**src/rtl/core/arpc_pkg.sv**
```systemverilog
// shared constants, codes and widths of the arp cache and responder
`default_nettype none

package arpc_pkg;

    localparam int TABLE_DEPTH = 16;
    localparam int IDX_W = (TABLE_DEPTH > 1) ? $clog2(TABLE_DEPTH) : 1;
    localparam int CNT_W = $clog2(TABLE_DEPTH + 1);

    localparam int IP_W = 32;
    localparam int MAC_W = 48;
    localparam int ENTRY_W = IP_W + MAC_W;

    localparam int IN_TDATA_W = 160;
    localparam int OUT_FIELDS_W = 244;
    localparam int OUT_TDATA_W = 248;

    localparam int APB_DATA_W = 64;
    localparam int APB_ADDR_W = 5;
    localparam int REG_IDX_W = 2;

    localparam logic [REG_IDX_W-1:0] REG_OWN_IP = 2'd0;
    localparam logic [REG_IDX_W-1:0] REG_OWN_MAC = 2'd1;
    localparam logic [REG_IDX_W-1:0] REG_REQ_SRC_IP = 2'd2;

    localparam logic [IP_W-1:0] REQ_SRC_IP_RST = {8'd10, 8'd0, 8'd2, 8'd15};
    localparam logic [MAC_W-1:0] MAC_BROADCAST = {MAC_W{1'b1}};

    localparam logic [15:0] ARP_OP_REQUEST = 16'd1;
    localparam logic [15:0] ARP_OP_REPLY = 16'd2;

    localparam logic [1:0] TXOP_NONE = 2'd0;
    localparam logic [1:0] TXOP_REQUEST = 2'd1;
    localparam logic [1:0] TXOP_REPLY = 2'd2;

    localparam logic [2:0] ST_HIT = 3'd0;
    localparam logic [2:0] ST_PENDING = 3'd1;
    localparam logic [2:0] ST_REQ_SENT = 3'd2;
    localparam logic [2:0] ST_REPLY_SENT = 3'd3;
    localparam logic [2:0] ST_RESOLVED = 3'd4;
    localparam logic [2:0] ST_ADDED = 3'd5;
    localparam logic [2:0] ST_IGNORED = 3'd6;
    localparam logic [2:0] ST_UNKNOWN_OP = 3'd7;

    typedef enum logic [2:0] {
        S_IDLE   = 3'b001,
        S_SCAN   = 3'b010,
        S_FINISH = 3'b100
    } seq_state_t;

endpackage

`default_nettype wire

```
**src/rtl/core/arp_cache_and_responder.sv**
```systemverilog
// top level of the arp cache and responder
//
// input words arrive on the s_axis channel: tuser carries the command (0 lookup,
// 1 received arp packet), tdata the lookup address and the received packet fields.
// one result word leaves on the m_axis channel for every input word: tuser holds
// the status, tdata the table full flag, found mac, entry address and the fields
// of an arp frame to transmit when tx_valid is set.
// a lookup or a received reply walks the table once through a single address
// comparator, one entry per cycle out of the entry ram, and stops early on a hit.
// a received request or an unknown opcode skips the walk and goes straight to the
// finish state.
// one word is worked on at a time; s_axis_tready is high only while idle, so a new
// word is taken only after the last one has left the finish state.
// a finished result waits in the output register while the receiver stalls,
// the next word may be accepted meanwhile but holds before its result is stored.
// reset empties the table (valid and resolved bits cleared), clears the output valid
// flag and sets the config registers to their defaults; no clearing pass is needed.
// config registers are written over apb at byte addresses 0, 8 and 16.
`default_nettype none

module arp_cache_and_responder (
    input  wire logic                                  clk,
    input  wire logic                                  rst_n,
    input  wire logic                                  s_axis_tvalid,
    output logic                                       s_axis_tready,
    // query_ip, opcode, sender_ip, sender_mac, target_ip
    input  wire logic [arpc_pkg::IN_TDATA_W-1:0]       s_axis_tdata,
    // cmd
    input  wire logic                                  s_axis_tuser,
    output logic                                       m_axis_tvalid,
    input  wire logic                                  m_axis_tready,
    // table_full, found_mac, entry_ip, tx_valid, tx_opcode, tx_frame_dest_mac,
    // tx_target_mac, tx_target_ip, tx_sender_ip, zero pad
    output logic      [arpc_pkg::OUT_TDATA_W-1:0]      m_axis_tdata,
    // status
    output logic      [2:0]                            m_axis_tuser,
    input  wire logic                                  psel,
    input  wire logic                                  penable,
    input  wire logic                                  pwrite,
    input  wire logic [arpc_pkg::APB_ADDR_W-1:0]       paddr,
    input  wire logic [arpc_pkg::APB_DATA_W-1:0]       pwdata,
    output logic      [arpc_pkg::APB_DATA_W-1:0]       prdata,
    output logic                                       pready
);

    import arpc_pkg::*;

    // config registers
    logic [IP_W-1:0]  own_ip_reg;
    logic [MAC_W-1:0] own_mac_reg;
    logic [IP_W-1:0]  req_src_ip_reg;
    logic [REG_IDX_W-1:0] reg_idx;
    logic cfg_we;

    // sequencer
    seq_state_t state_reg, state_next;
    logic [CNT_W-1:0] cnt_reg, cnt_next;
    logic cmp_vld_reg, cmp_vld_next;
    logic [IDX_W-1:0] cmp_idx_reg, cmp_idx_next;
    logic found_reg, found_next;
    logic [IDX_W-1:0] hit_idx_reg, hit_idx_next;
    logic [MAC_W-1:0] hit_mac_reg, hit_mac_next;
    logic free_found_reg, free_found_next;
    logic [IDX_W-1:0] free_idx_reg, free_idx_next;
    logic [TABLE_DEPTH-1:0] valid_reg, valid_next;
    logic [TABLE_DEPTH-1:0] resolved_reg, resolved_next;
    logic out_valid_reg, out_valid_next;

    // latched input word
    logic cmd_reg;
    logic is_req_reg;
    logic is_rep_reg;
    logic [IP_W-1:0] key_ip_reg;
    logic [MAC_W-1:0] smac_reg;
    logic [IP_W-1:0] tip_reg;

    // output register
    logic [2:0] out_status_reg;
    logic [OUT_FIELDS_W-1:0] out_fields_reg;

    // entry ram
    logic ram_we;
    logic [IDX_W-1:0] ram_waddr;
    logic [ENTRY_W-1:0] ram_wdata;
    logic [IDX_W-1:0] ram_raddr;
    logic [ENTRY_W-1:0] ram_rdata;
    logic [IP_W-1:0] rd_ip;
    logic [MAC_W-1:0] rd_mac;

    // shared comparator
    logic [IP_W-1:0] cmp_a;
    logic [IP_W-1:0] cmp_b;
    logic cmp_eq;

    logic in_accept;
    logic advance;
    logic in_cmd;
    logic in_is_rep;
    logic in_is_req;

    // finish stage result
    logic [2:0] res_status;
    logic res_full;
    logic [MAC_W-1:0] res_mac;
    logic res_tx_valid;
    logic [1:0] res_tx_op;
    logic [MAC_W-1:0] res_dmac;
    logic [MAC_W-1:0] res_tmac;
    logic [IP_W-1:0] res_tip;
    logic [IP_W-1:0] res_sip;
    logic res_we;
    logic [IDX_W-1:0] res_widx;
    logic [MAC_W-1:0] res_wmac;
    logic res_set_valid;
    logic res_set_resolved;

    arpc_ram #(
        .WIDTH(ENTRY_W),
        .DEPTH(TABLE_DEPTH)
    ) u_entry_ram (
        .clk  (clk),
        .we   (ram_we),
        .waddr(ram_waddr),
        .wdata(ram_wdata),
        .raddr(ram_raddr),
        .rdata(ram_rdata)
    );

    assign rd_ip = ram_rdata[ENTRY_W-1:MAC_W];
    assign rd_mac = ram_rdata[MAC_W-1:0];

    // apb port
    assign pready = 1'b1;
    assign reg_idx = paddr[APB_ADDR_W-1:3];
    assign cfg_we = psel && penable && pwrite;

    always_comb
    begin
        case (reg_idx)
            REG_OWN_IP:     prdata = {{(APB_DATA_W - IP_W){1'b0}}, own_ip_reg};
            REG_OWN_MAC:    prdata = {{(APB_DATA_W - MAC_W){1'b0}}, own_mac_reg};
            REG_REQ_SRC_IP: prdata = {{(APB_DATA_W - IP_W){1'b0}}, req_src_ip_reg};
            default:        prdata = '0;
        endcase
    end

    always_ff @(posedge clk or negedge rst_n)
    begin
        if (!rst_n)
        begin
            own_ip_reg <= '0;
            own_mac_reg <= '0;
            req_src_ip_reg <= REQ_SRC_IP_RST;
        end
        else if (cfg_we)
        begin
            case (reg_idx)
                REG_OWN_IP:     own_ip_reg <= pwdata[IP_W-1:0];
                REG_OWN_MAC:    own_mac_reg <= pwdata[MAC_W-1:0];
                REG_REQ_SRC_IP: req_src_ip_reg <= pwdata[IP_W-1:0];
                default:        ;
            endcase
        end
    end

    // handshakes
    assign s_axis_tready = (state_reg == S_IDLE);
    assign in_accept = s_axis_tvalid && s_axis_tready;
    assign advance = (state_reg == S_FINISH) && (!out_valid_reg || m_axis_tready);
    assign in_cmd = s_axis_tuser;
    assign in_is_rep = (s_axis_tdata[47:32] == ARP_OP_REPLY);
    assign in_is_req = (s_axis_tdata[47:32] == ARP_OP_REQUEST);

    assign m_axis_tvalid = out_valid_reg;
    assign m_axis_tuser = out_status_reg;
    assign m_axis_tdata = {{(OUT_TDATA_W - OUT_FIELDS_W){1'b0}}, out_fields_reg};

    // comparator: table address against key while scanning, else request target
    assign cmp_a = (state_reg == S_SCAN) ? rd_ip : own_ip_reg;
    assign cmp_b = (state_reg == S_SCAN) ? key_ip_reg : tip_reg;
    assign cmp_eq = (cmp_a == cmp_b);

    assign ram_raddr = cnt_reg[IDX_W-1:0];

    // sequencer
    always_comb
    begin
        state_next = state_reg;
        cnt_next = cnt_reg;
        cmp_vld_next = cmp_vld_reg;
        cmp_idx_next = cmp_idx_reg;
        found_next = found_reg;
        hit_idx_next = hit_idx_reg;
        hit_mac_next = hit_mac_reg;
        free_found_next = free_found_reg;
        free_idx_next = free_idx_reg;
        case (state_reg)
            S_IDLE:
            begin
                if (in_accept)
                begin
                    cnt_next = '0;
                    cmp_vld_next = 1'b0;
                    found_next = 1'b0;
                    free_found_next = 1'b0;
                    if (!in_cmd || in_is_rep)
                    begin
                        state_next = S_SCAN;
                    end
                    else
                    begin
                        state_next = S_FINISH;
                    end
                end
            end
            S_SCAN:
            begin
                cmp_vld_next = (cnt_reg < CNT_W'(TABLE_DEPTH));
                cmp_idx_next = cnt_reg[IDX_W-1:0];
                if (cnt_reg < CNT_W'(TABLE_DEPTH))
                begin
                    cnt_next = cnt_reg + CNT_W'(1);
                end
                if (cmp_vld_reg)
                begin
                    if (valid_reg[cmp_idx_reg] && cmp_eq)
                    begin
                        found_next = 1'b1;
                        hit_idx_next = cmp_idx_reg;
                        hit_mac_next = rd_mac;
                        state_next = S_FINISH;
                    end
                    else
                    begin
                        if (!valid_reg[cmp_idx_reg] && !free_found_reg)
                        begin
                            free_found_next = 1'b1;
                            free_idx_next = cmp_idx_reg;
                        end
                        if (cmp_idx_reg == IDX_W'(TABLE_DEPTH - 1))
                        begin
                            state_next = S_FINISH;
                        end
                    end
                end
            end
            S_FINISH:
            begin
                if (advance)
                begin
                    state_next = S_IDLE;
                end
            end
            default:
            begin
                state_next = S_IDLE;
            end
        endcase
    end

    // result and table update
    always_comb
    begin
        res_status = ST_IGNORED;
        res_full = 1'b0;
        res_mac = '0;
        res_tx_valid = 1'b0;
        res_tx_op = TXOP_NONE;
        res_dmac = '0;
        res_tmac = '0;
        res_tip = '0;
        res_sip = '0;
        res_we = 1'b0;
        res_widx = free_idx_reg;
        res_wmac = '0;
        res_set_valid = 1'b0;
        res_set_resolved = 1'b0;
        if (!cmd_reg)
        begin
            if (found_reg)
            begin
                if (resolved_reg[hit_idx_reg])
                begin
                    res_status = ST_HIT;
                    res_mac = hit_mac_reg;
                end
                else
                begin
                    res_status = ST_PENDING;
                end
            end
            else if (free_found_reg)
            begin
                res_status = ST_REQ_SENT;
                res_we = 1'b1;
                res_set_valid = 1'b1;
                res_set_resolved = 1'b0;
                res_tx_valid = 1'b1;
                res_tx_op = TXOP_REQUEST;
                res_dmac = MAC_BROADCAST;
                res_tip = key_ip_reg;
                res_sip = req_src_ip_reg;
            end
            else
            begin
                res_status = ST_IGNORED;
                res_full = 1'b1;
            end
        end
        else if (is_req_reg)
        begin
            if (cmp_eq)
            begin
                res_status = ST_REPLY_SENT;
                res_tx_valid = 1'b1;
                res_tx_op = TXOP_REPLY;
                res_dmac = smac_reg;
                res_tmac = smac_reg;
                res_tip = key_ip_reg;
                res_sip = own_ip_reg;
            end
            else
            begin
                res_status = ST_IGNORED;
            end
        end
        else if (is_rep_reg)
        begin
            if (found_reg)
            begin
                res_status = ST_RESOLVED;
                res_mac = smac_reg;
                res_we = 1'b1;
                res_widx = hit_idx_reg;
                res_wmac = smac_reg;
                res_set_valid = 1'b1;
                res_set_resolved = 1'b1;
            end
            else if (free_found_reg)
            begin
                res_status = ST_ADDED;
                res_mac = smac_reg;
                res_we = 1'b1;
                res_wmac = smac_reg;
                res_set_valid = 1'b1;
                res_set_resolved = 1'b1;
            end
            else
            begin
                res_status = ST_IGNORED;
                res_full = 1'b1;
            end
        end
        else
        begin
            res_status = ST_UNKNOWN_OP;
        end
    end

    assign ram_we = advance && res_we;
    assign ram_waddr = res_widx;
    assign ram_wdata = {key_ip_reg, res_wmac};

    always_comb
    begin
        valid_next = valid_reg;
        resolved_next = resolved_reg;
        if (advance && res_set_valid)
        begin
            valid_next[res_widx] = 1'b1;
            resolved_next[res_widx] = res_set_resolved;
        end
        out_valid_next = out_valid_reg;
        if (advance)
        begin
            out_valid_next = 1'b1;
        end
        else if (m_axis_tready)
        begin
            out_valid_next = 1'b0;
        end
    end

    always_ff @(posedge clk or negedge rst_n)
    begin
        if (!rst_n)
        begin
            state_reg <= S_IDLE;
            cnt_reg <= '0;
            cmp_vld_reg <= 1'b0;
            cmp_idx_reg <= '0;
            found_reg <= 1'b0;
            hit_idx_reg <= '0;
            free_found_reg <= 1'b0;
            free_idx_reg <= '0;
            valid_reg <= '0;
            resolved_reg <= '0;
            out_valid_reg <= 1'b0;
        end
        else
        begin
            state_reg <= state_next;
            cnt_reg <= cnt_next;
            cmp_vld_reg <= cmp_vld_next;
            cmp_idx_reg <= cmp_idx_next;
            found_reg <= found_next;
            hit_idx_reg <= hit_idx_next;
            free_found_reg <= free_found_next;
            free_idx_reg <= free_idx_next;
            valid_reg <= valid_next;
            resolved_reg <= resolved_next;
            out_valid_reg <= out_valid_next;
        end
    end

    // payload registers
    always_ff @(posedge clk)
    begin
        hit_mac_reg <= hit_mac_next;
        if (in_accept)
        begin
            cmd_reg <= in_cmd;
            is_req_reg <= in_is_req;
            is_rep_reg <= in_is_rep;
            key_ip_reg <= in_cmd ? s_axis_tdata[79:48] : s_axis_tdata[31:0];
            smac_reg <= s_axis_tdata[127:80];
            tip_reg <= s_axis_tdata[159:128];
        end
        if (advance)
        begin
            out_status_reg <= res_status;
            out_fields_reg <= {res_sip, res_tip, res_tmac, res_dmac, res_tx_op,
                               res_tx_valid, key_ip_reg, res_mac, res_full};
        end
    end

endmodule

`default_nettype wire

```
**src/rtl/core/arpc_ram.sv**
```systemverilog
// generic single-port-write ram with registered read
`default_nettype none

module arpc_ram #(
    parameter int WIDTH = 8,
    parameter int DEPTH = 16
) (
    input  wire logic                                          clk,
    input  wire logic                                          we,
    input  wire logic [((DEPTH > 1) ? $clog2(DEPTH) : 1)-1:0] waddr,
    input  wire logic [WIDTH-1:0]                              wdata,
    input  wire logic [((DEPTH > 1) ? $clog2(DEPTH) : 1)-1:0] raddr,
    output logic      [WIDTH-1:0]                              rdata
);

    logic [WIDTH-1:0] mem [DEPTH];

    always_ff @(posedge clk)
    begin
        if (we)
        begin
            mem[waddr] <= wdata;
        end
        rdata <= mem[raddr];
    end

endmodule

`default_nettype wire

```
**config.mk**
```make
export PLATFORM = sky130hd
export DESIGN_NAME = arp_cache_and_responder
export DESIGN_NICKNAME = d
export VERILOG_FILES = /design/src/rtl/core/arpc_pkg.sv /design/src/rtl/core/arp_cache_and_responder.sv /design/src/rtl/core/arpc_ram.sv
export SDC_FILE = /design/constraint.sdc
export NUM_CORES = 2
export LEC_CHECK = 0
export BUFFER_PORTS_ARGS = -buffer_cell sky130_fd_sc_hd__buf_4
export CAP_MARGIN = 0
export CORE_UTILIZATION = 54
export CTS_CLUSTER_SIZE = 16
export DETAILED_ROUTE_END_ITERATION = 16
export PLACE_DENSITY = 0.88
export SETUP_SLACK_MARGIN = 0.5
export SLEW_MARGIN = 20
export SYNTH_ARGS = -nofsm -noshare
export SYNTH_HDL_FRONTEND = slang
export SYNTH_SLANG_ARGS = --single-unit
```
**constraint.sdc**
```tcl
create_clock -name clk -period 17.5 [get_ports clk]
set_input_delay 2.625 -clock clk [delete_from_list [all_inputs] [get_ports clk]]
set_output_delay 2.625 -clock clk [all_outputs]
set_load 0.1 [all_outputs]
```
# Yosys cells after proc, flatten, opt, wreduce, memory -nomap -nowiden
# Memory sizes are Yosys's and may differ from the RTL's. A register that Yosys moved wholly into a read port is not among the register bits.
# Cells that the tools add are included.
# totals
word_cells	167
ff_bits	578
input_bits	237
n_memories	1
mem_bits_rw	1280
# memory_table
name	depth	width	read_ports	rd_clocked_by_memory_dff	write_ports	line	text
u_entry_ram.mem	16	80	1	1	1	arpc_ram.sv:16	logic [WIDTH-1:0] mem [DEPTH];
# op_classes
n_eq_ne	17
add_sub_neg	1
order_cmp	5
bitwise	2
n_reduce_logical	27
n_mux	90
# ops
operator	n
2-to-1 mux 48 bit	13
2-to-1 mux 32 bit	13
one-hot mux 48 bit (3 select lines)	1
2-to-1 mux 3 bit	12
equality test 32 bit	1
2-to-1 mux 1 bit	31
bitwise mux 16 bit	1
equality test 16 x 1 -> 1 bit (second input constant)	1
equality test 16 x 2 -> 1 bit (second input constant)	1
2-to-1 mux 4 bit	4
bitwise OR 16 bit	1
< comparator 4 x 5 -> 1 bit (second input constant)	3
AND reduction 4 bit	3
2-to-1 mux 2 bit	5
2-to-1 mux 5 bit	2
one-hot mux 5 bit (2 select lines)	1
one-hot mux 3 bit (3 select lines)	1
binary-select mux 1 bit (select 4 bit)	2
logical AND 1 bit	8
!= test 2 x 1 -> 1 bit (second input constant)	4
AND reduction 2 bit	4
!= test 2 bit (second input constant)	3
one-hot mux 1 bit (2 select lines)	3
AND reduction 3 bit	2
other kinds (17)	22

# Depth between registers and ports, before layout
# depth
word_depth	9
mapped_depth	8

# By module
# A second synthesis with hierarchy kept.
# unflattened
hier_cells	3520
hier_area_um2	72683.5
# modules_own_cells
mod	n_inst	area_per_inst_um2	cells_each
arpc_ram	1	49422.4	2054
arp_cache_and_responder	1	23261.1	1466

# Worst setup path after synthesis
# Ideal clock, no wire load.
# synth_path
kind	input port to flip-flop
from	in m_axis_tready
to	reg resolved_reg[7]
arrival_ns	18.203
path_buffers	0
path_stages	6
path_slack_ns	-0.785
required_ns	17.418
setup_time_ns	0.082
path_cell_list	nor2b_1 > nor2_1 > o21a_1 > or3b_1 > nor2_1 > mux2_2
# synth_via
elab_chain_cells	3
# synth_rtl
item	line	text
from (decl)	arp_cache_and_responder.sv:31	input wire logic m_axis_tready,
logical OR 1 bit	arp_cache_and_responder.sv:169	assign advance = (state_reg == S_FINISH) && (!out_valid_reg || m_axis_tready);
logical AND 1 bit	arp_cache_and_responder.sv:169	
net advance	arp_cache_and_responder.sv:96	logic advance;
logical AND 1 bit	arp_cache_and_responder.sv:368	if (advance && res_set_valid)
to (signal assigned)	arp_cache_and_responder.sv:411	resolved_reg <= resolved_next;
to (decl)	arp_cache_and_responder.sv:66	logic [TABLE_DEPTH-1:0] resolved_reg, resolved_next;
# The timed path passes the listed nets, and every way through them passes these cells.
# A chain may end at the register's enable or synchronous reset.

# Worst setup path in the final report
# layout_path
from	in paddr[3] (netlist bit)
to	out prdata[19] (netlist bit)
# layout_via
elab_chain_cells	2
word_cells_on_any_way	4
cone_classes	eq/ne (2); mux (1); reduce/logical (1)
# layout_rtl
item	line	text
from (decl)	arp_cache_and_responder.sv:40	input wire logic [arpc_pkg::APB_ADDR_W-1:0] paddr,
equality test 2 bit (tied with other cells)	arp_cache_and_responder.sv:139	case (reg_idx)
one-hot mux 48 bit (3 select lines) *	arp_cache_and_responder.sv:139	
to (decl)	arp_cache_and_responder.sv:42	output logic [arpc_pkg::APB_DATA_W-1:0] prdata,
# Every way passes the cells marked *; elsewhere a longest branch is shown, timed or not.

==> impl.org <==
** Finish
- In the layout the commonest cells are sky130_fd_sc_hd__edfxtp_1, sky130_fd_sc_hd__buf_4, sky130_fd_sc_hd__mux4_2.
- The finished cells cover 0.0848 mm².
- The layout has 8146 filler cells.
- The library cell used most frequently in the layout, excluding fill and tap cells, is sky130_fd_sc_hd__edfxtp_1.
- Ratio of cells with drive above 1 in the final layout :: 0.363
- Relative to the synthesized area, the layout overhead comes to 16.8%.
- Once layout is complete, the cells apart from fillers number 5898.
- The register with the most flip-flops in the layout has 1280 of them.
- In the final design database the tool counted 4202 nets.

** Synthesis
- Post-Syn Area :: 0.0726 mm²
- Post-synthesis register bit count :: 1938
- Avg Synthesized Cell Area :: 21.6 µm²
- The number of different library cells used by synthesis comes to 47.
- Count of warnings emitted by yosys :: 0
- Sequential element share of the synthesized area :: 0.779
- Synthesis produced a netlist whose cell count is 3360.

** Place
- Placed Instance Area :: 0.0787 mm²
- During placement, the flow inserted port buffers numbering 514.
- Including well taps, the total number of placed cells is 5546.
- Detailed placement ended at an HPWL of 99.3 mm.
- Placer Congestion :: 0.846

** Clock tree
- Reg clk slew, reported paths :: 0.06 ns
- Clock network latency to the later pin of the worst-skew pair :: 0.84 ns
- Total of cells resized after clock tree synthesis :: 0
- After clock tree synthesis, the flow added hold-fix buffers numbering 0.
- H-tree Lvls :: 4
- TritonCTS built the clock tree.
- The tree built by TritonCTS fans out to 1938 sinks.
- Total CTS buffers :: 184
- Post-CTS setup-driven buffer insertion count :: 0
- Root buf cell :: sky130_fd_sc_hd__clkbuf_16
- No sink is reached through more buffers than the 3 on the longest clock path.

** Die
- Area of the core :: 0.133 mm²
- Die Height :: 369 µm
- The floorplan step defined a die boundary enclosing 0.136 mm².
- The floorplan has 134 rows.
- I/O pin count :: 555
- Horiz. Die Dim :: 369 µm
- For this configuration, the core starts out at a cell density of 0.544.

** Setup path
- For the worst setup path, the data arrival time is 4.42 ns.
- Among cell families on the critical path, the largest total delay comes from buffers and inverters.
- Delay of the slowest critical-path stage :: 0.45 ns
- At the worst endpoint, the required time is 14.88 ns.
- Highest-delay cell along the critical path :: sky130_fd_sc_hd__buf_4
- In this run the worst path has a maximum fanout of 43.
- STA classifies the critical path endpoint as an output pin.
- Series of cell instances along the critical path :: buf_4, nor2b_4, buf_4, nand2_1, o21ai_0, buf_4
- The critical path contains buffers and inverters numbering 3 combined.
- The cell that appears most often on the critical path is sky130_fd_sc_hd__buf_4.
- The worst setup path is launched from an input port.
- By startpoint and endpoint, the worst setup path is classified as input port to output pin.

** Hold path
- Type of the most critical hold path :: flop to flop

** Timing
- The count of final max-slew check failures came to 0.
- The number of failing hold endpoints at the final stage came to 0.
- Dividing the final minimum period by the clock period gives 0.403.
- Skew final :: 0.0492 ns
- RSZ-0062 raised after global routing :: false
- Derived from the worst setup path, the maximum achievable clock frequency is 142 MHz.
- Total Neg Setup Slack :: 0 ns
- For the pin with the worst max-slew slack, the measured transition is 1.22 ns.
- Total setup violations reported at the end of the flow :: 0
- Time the final worst path needs with I/O delays and setup :: 7.05 ns
- Normalized max-slew margin :: 0.178

** Global routing
- In the global route stage, overall resource usage came out at 0.286.
- Global-route wire length before repair :: 277 mm
- Via count of the first global-routing pass :: 39600
- Number of antenna violations at the first check in global routing :: 13
- Largest net degree at the start of global routing :: 146
- GRT Residual Overflow :: 0

** Pwr
- Summing internal, switching and leakage power gives 0.0113 W.
- Static Leak :: 27.8 nW
- In this run the power density over the cells is 133 mW/mm².
- The worst-case IR drop observed on VDD is 0.000110 V.

** Detailed routing
- First-iteration detailed-routing DRC count :: 5088
- Once detail routing completed, the nets flagged for antenna violations numbered 0.
- Overall via count from detail_route :: 38251
- The first TritonRoute pass finished after 6 iterations.
- The final layout contains routed wiring with a total length of 194 mm.
- In the final routed layout, each cell accounts on average for 32.9 µm.
- In the routed layout, each cell is associated on average with a via count of 6.49.
- DRC errors left :: 0

** Run status
- Outcome :: finished clean

** Job
- Max-capacitance violation count :: 0
==> cells by family after synthesis <==
group                      count (synthesis)  share of synthesized area
other                                      2                   0.000103
xor gates and xnor gates                  66                    0.00796
AOI/OAI and AO/OA                        219                     0.0207
adders and majority gates                  1                   0.000172
DFF                                     1938                      0.779
and+or+nand+nor                          275                     0.0192
muxes                                    614                      0.158
buffers and inverters                    245                     0.0146
==> synth_stat cells, drive strengths merged <==
cell type / n / share of area
edfxtp: 1690 / 0.70
mux4: 409 / 0.13
mux2: 168 / 0.026
dfrtp: 160 / 0.055
clkbuf: 106 / 0.0055
buf: 82 / 0.0062
o21ai: 82 / 0.0057
dfxtp: 80 / 0.022
nor2: 78 / 0.0040
and2: 65 / 0.0056
inv: 55 / 0.0028
nand2: 54 / 0.0028
a21o: 49 / 0.0051
mux2i: 37 / 0.0051
xor2: 34 / 0.0041
a21boi: 33 / 0.0034
a32o: 33 / 0.0045
xnor2: 32 / 0.0039
or2: 17 / 0.0015
nand4: 12 / 0.0010
nor4: 11 / 0.00095
dfstp: 8 / 0.0029
nor3: 8 / 0.00062
a21oi: 7 / 0.00048
nand2b: 6 / 0.00052
nor2b: 6 / 0.00052
nor3b: 6 / 0.00062
a31oi: 4 / 0.00034
nand3: 4 / 0.00028
and3: 3 / 0.00026
nand3b: 3 / 0.00031
o211ai: 3 / 0.00031
a41oi: 2 / 0.00024
clkinv: 2 / 0.00010
conb: 2 / 0.00010
o21a: 2 / 0.00021
or3b: 2 / 0.00024
a211o: 1 / 0.00012
a31o: 1 / 0.00012
ha: 1 / 0.00017
o211a: 1 / 0.00014
o22ai: 1 / 0.000086
==> per-stage QoR <==
| stage | hold WS, ns | setup slack (ns) | util |
|---|---|---|---|
| floorplan | 0.386 | 3.41 | - |
| global placement | 0.387 | 10.46 | 0.589 |
| detailed placement | 0.389 | 10.45 | 0.589 |
| CTS | 0.404 | 10.46 | 0.635 |
| global route | 0.405 | 10.38 | 0.635 |
| finish | 0.404 | 10.45 | 0.635 |
==> metal layers <==
metal  routed length (µm)  part of all wire  GRT usage  vias up
met3                19400              0.10     0.0627      604
li1                     -                 -          -    14796
met4                 9380             0.048      0.133        6
met1                65200              0.34      0.347    19721
met2               100000              0.52      0.490     3124
met5                   45           0.00023          0        -
==> path summary, 6_finish.rpt <==
check                                      startpoint                     end  slack (ns)  depth (start not counted)
worst max register to register             is_req_reg  u_entry_ram.mem[8][29]       12.49                          7
worst min-delay path            u_entry_ram.rdata[15]         hit_mac_reg[15]        0.40                          0
worst max-delay path                         paddr[3]              prdata[19]       10.45                          6
min in group asynchronous                       rst_n         own_mac_reg[19]        1.68                          1
worst min register to register  u_entry_ram.rdata[15]         hit_mac_reg[15]        0.40                          0
max in group asynchronous                       rst_n              cnt_reg[3]       13.63                          3
==> layout make-up <==
cell class	count	area, µm²	share of cell area
multi-input cells	1196	15200	0.179
clock inverters	96	953	0.0112
diodes	6	15.0	0.000177
inverters	57	229	0.00270
repair buffers	587	4450	0.0525
flip-flops and latches	1938	56600	0.667
clock buffers	250	5150	0.0607
well taps	1768	2210	0.0261
==> power breakdown <==
group | internal, W | switching, W | total [W]
Clock | 0.00226 | 0.00180 | 0.00406
Combinational | 0.000585 | 0.00105 | 0.00164
Sequential | 0.00534 | 0.000239 | 0.00558
(Power assumes the default switching activity.)
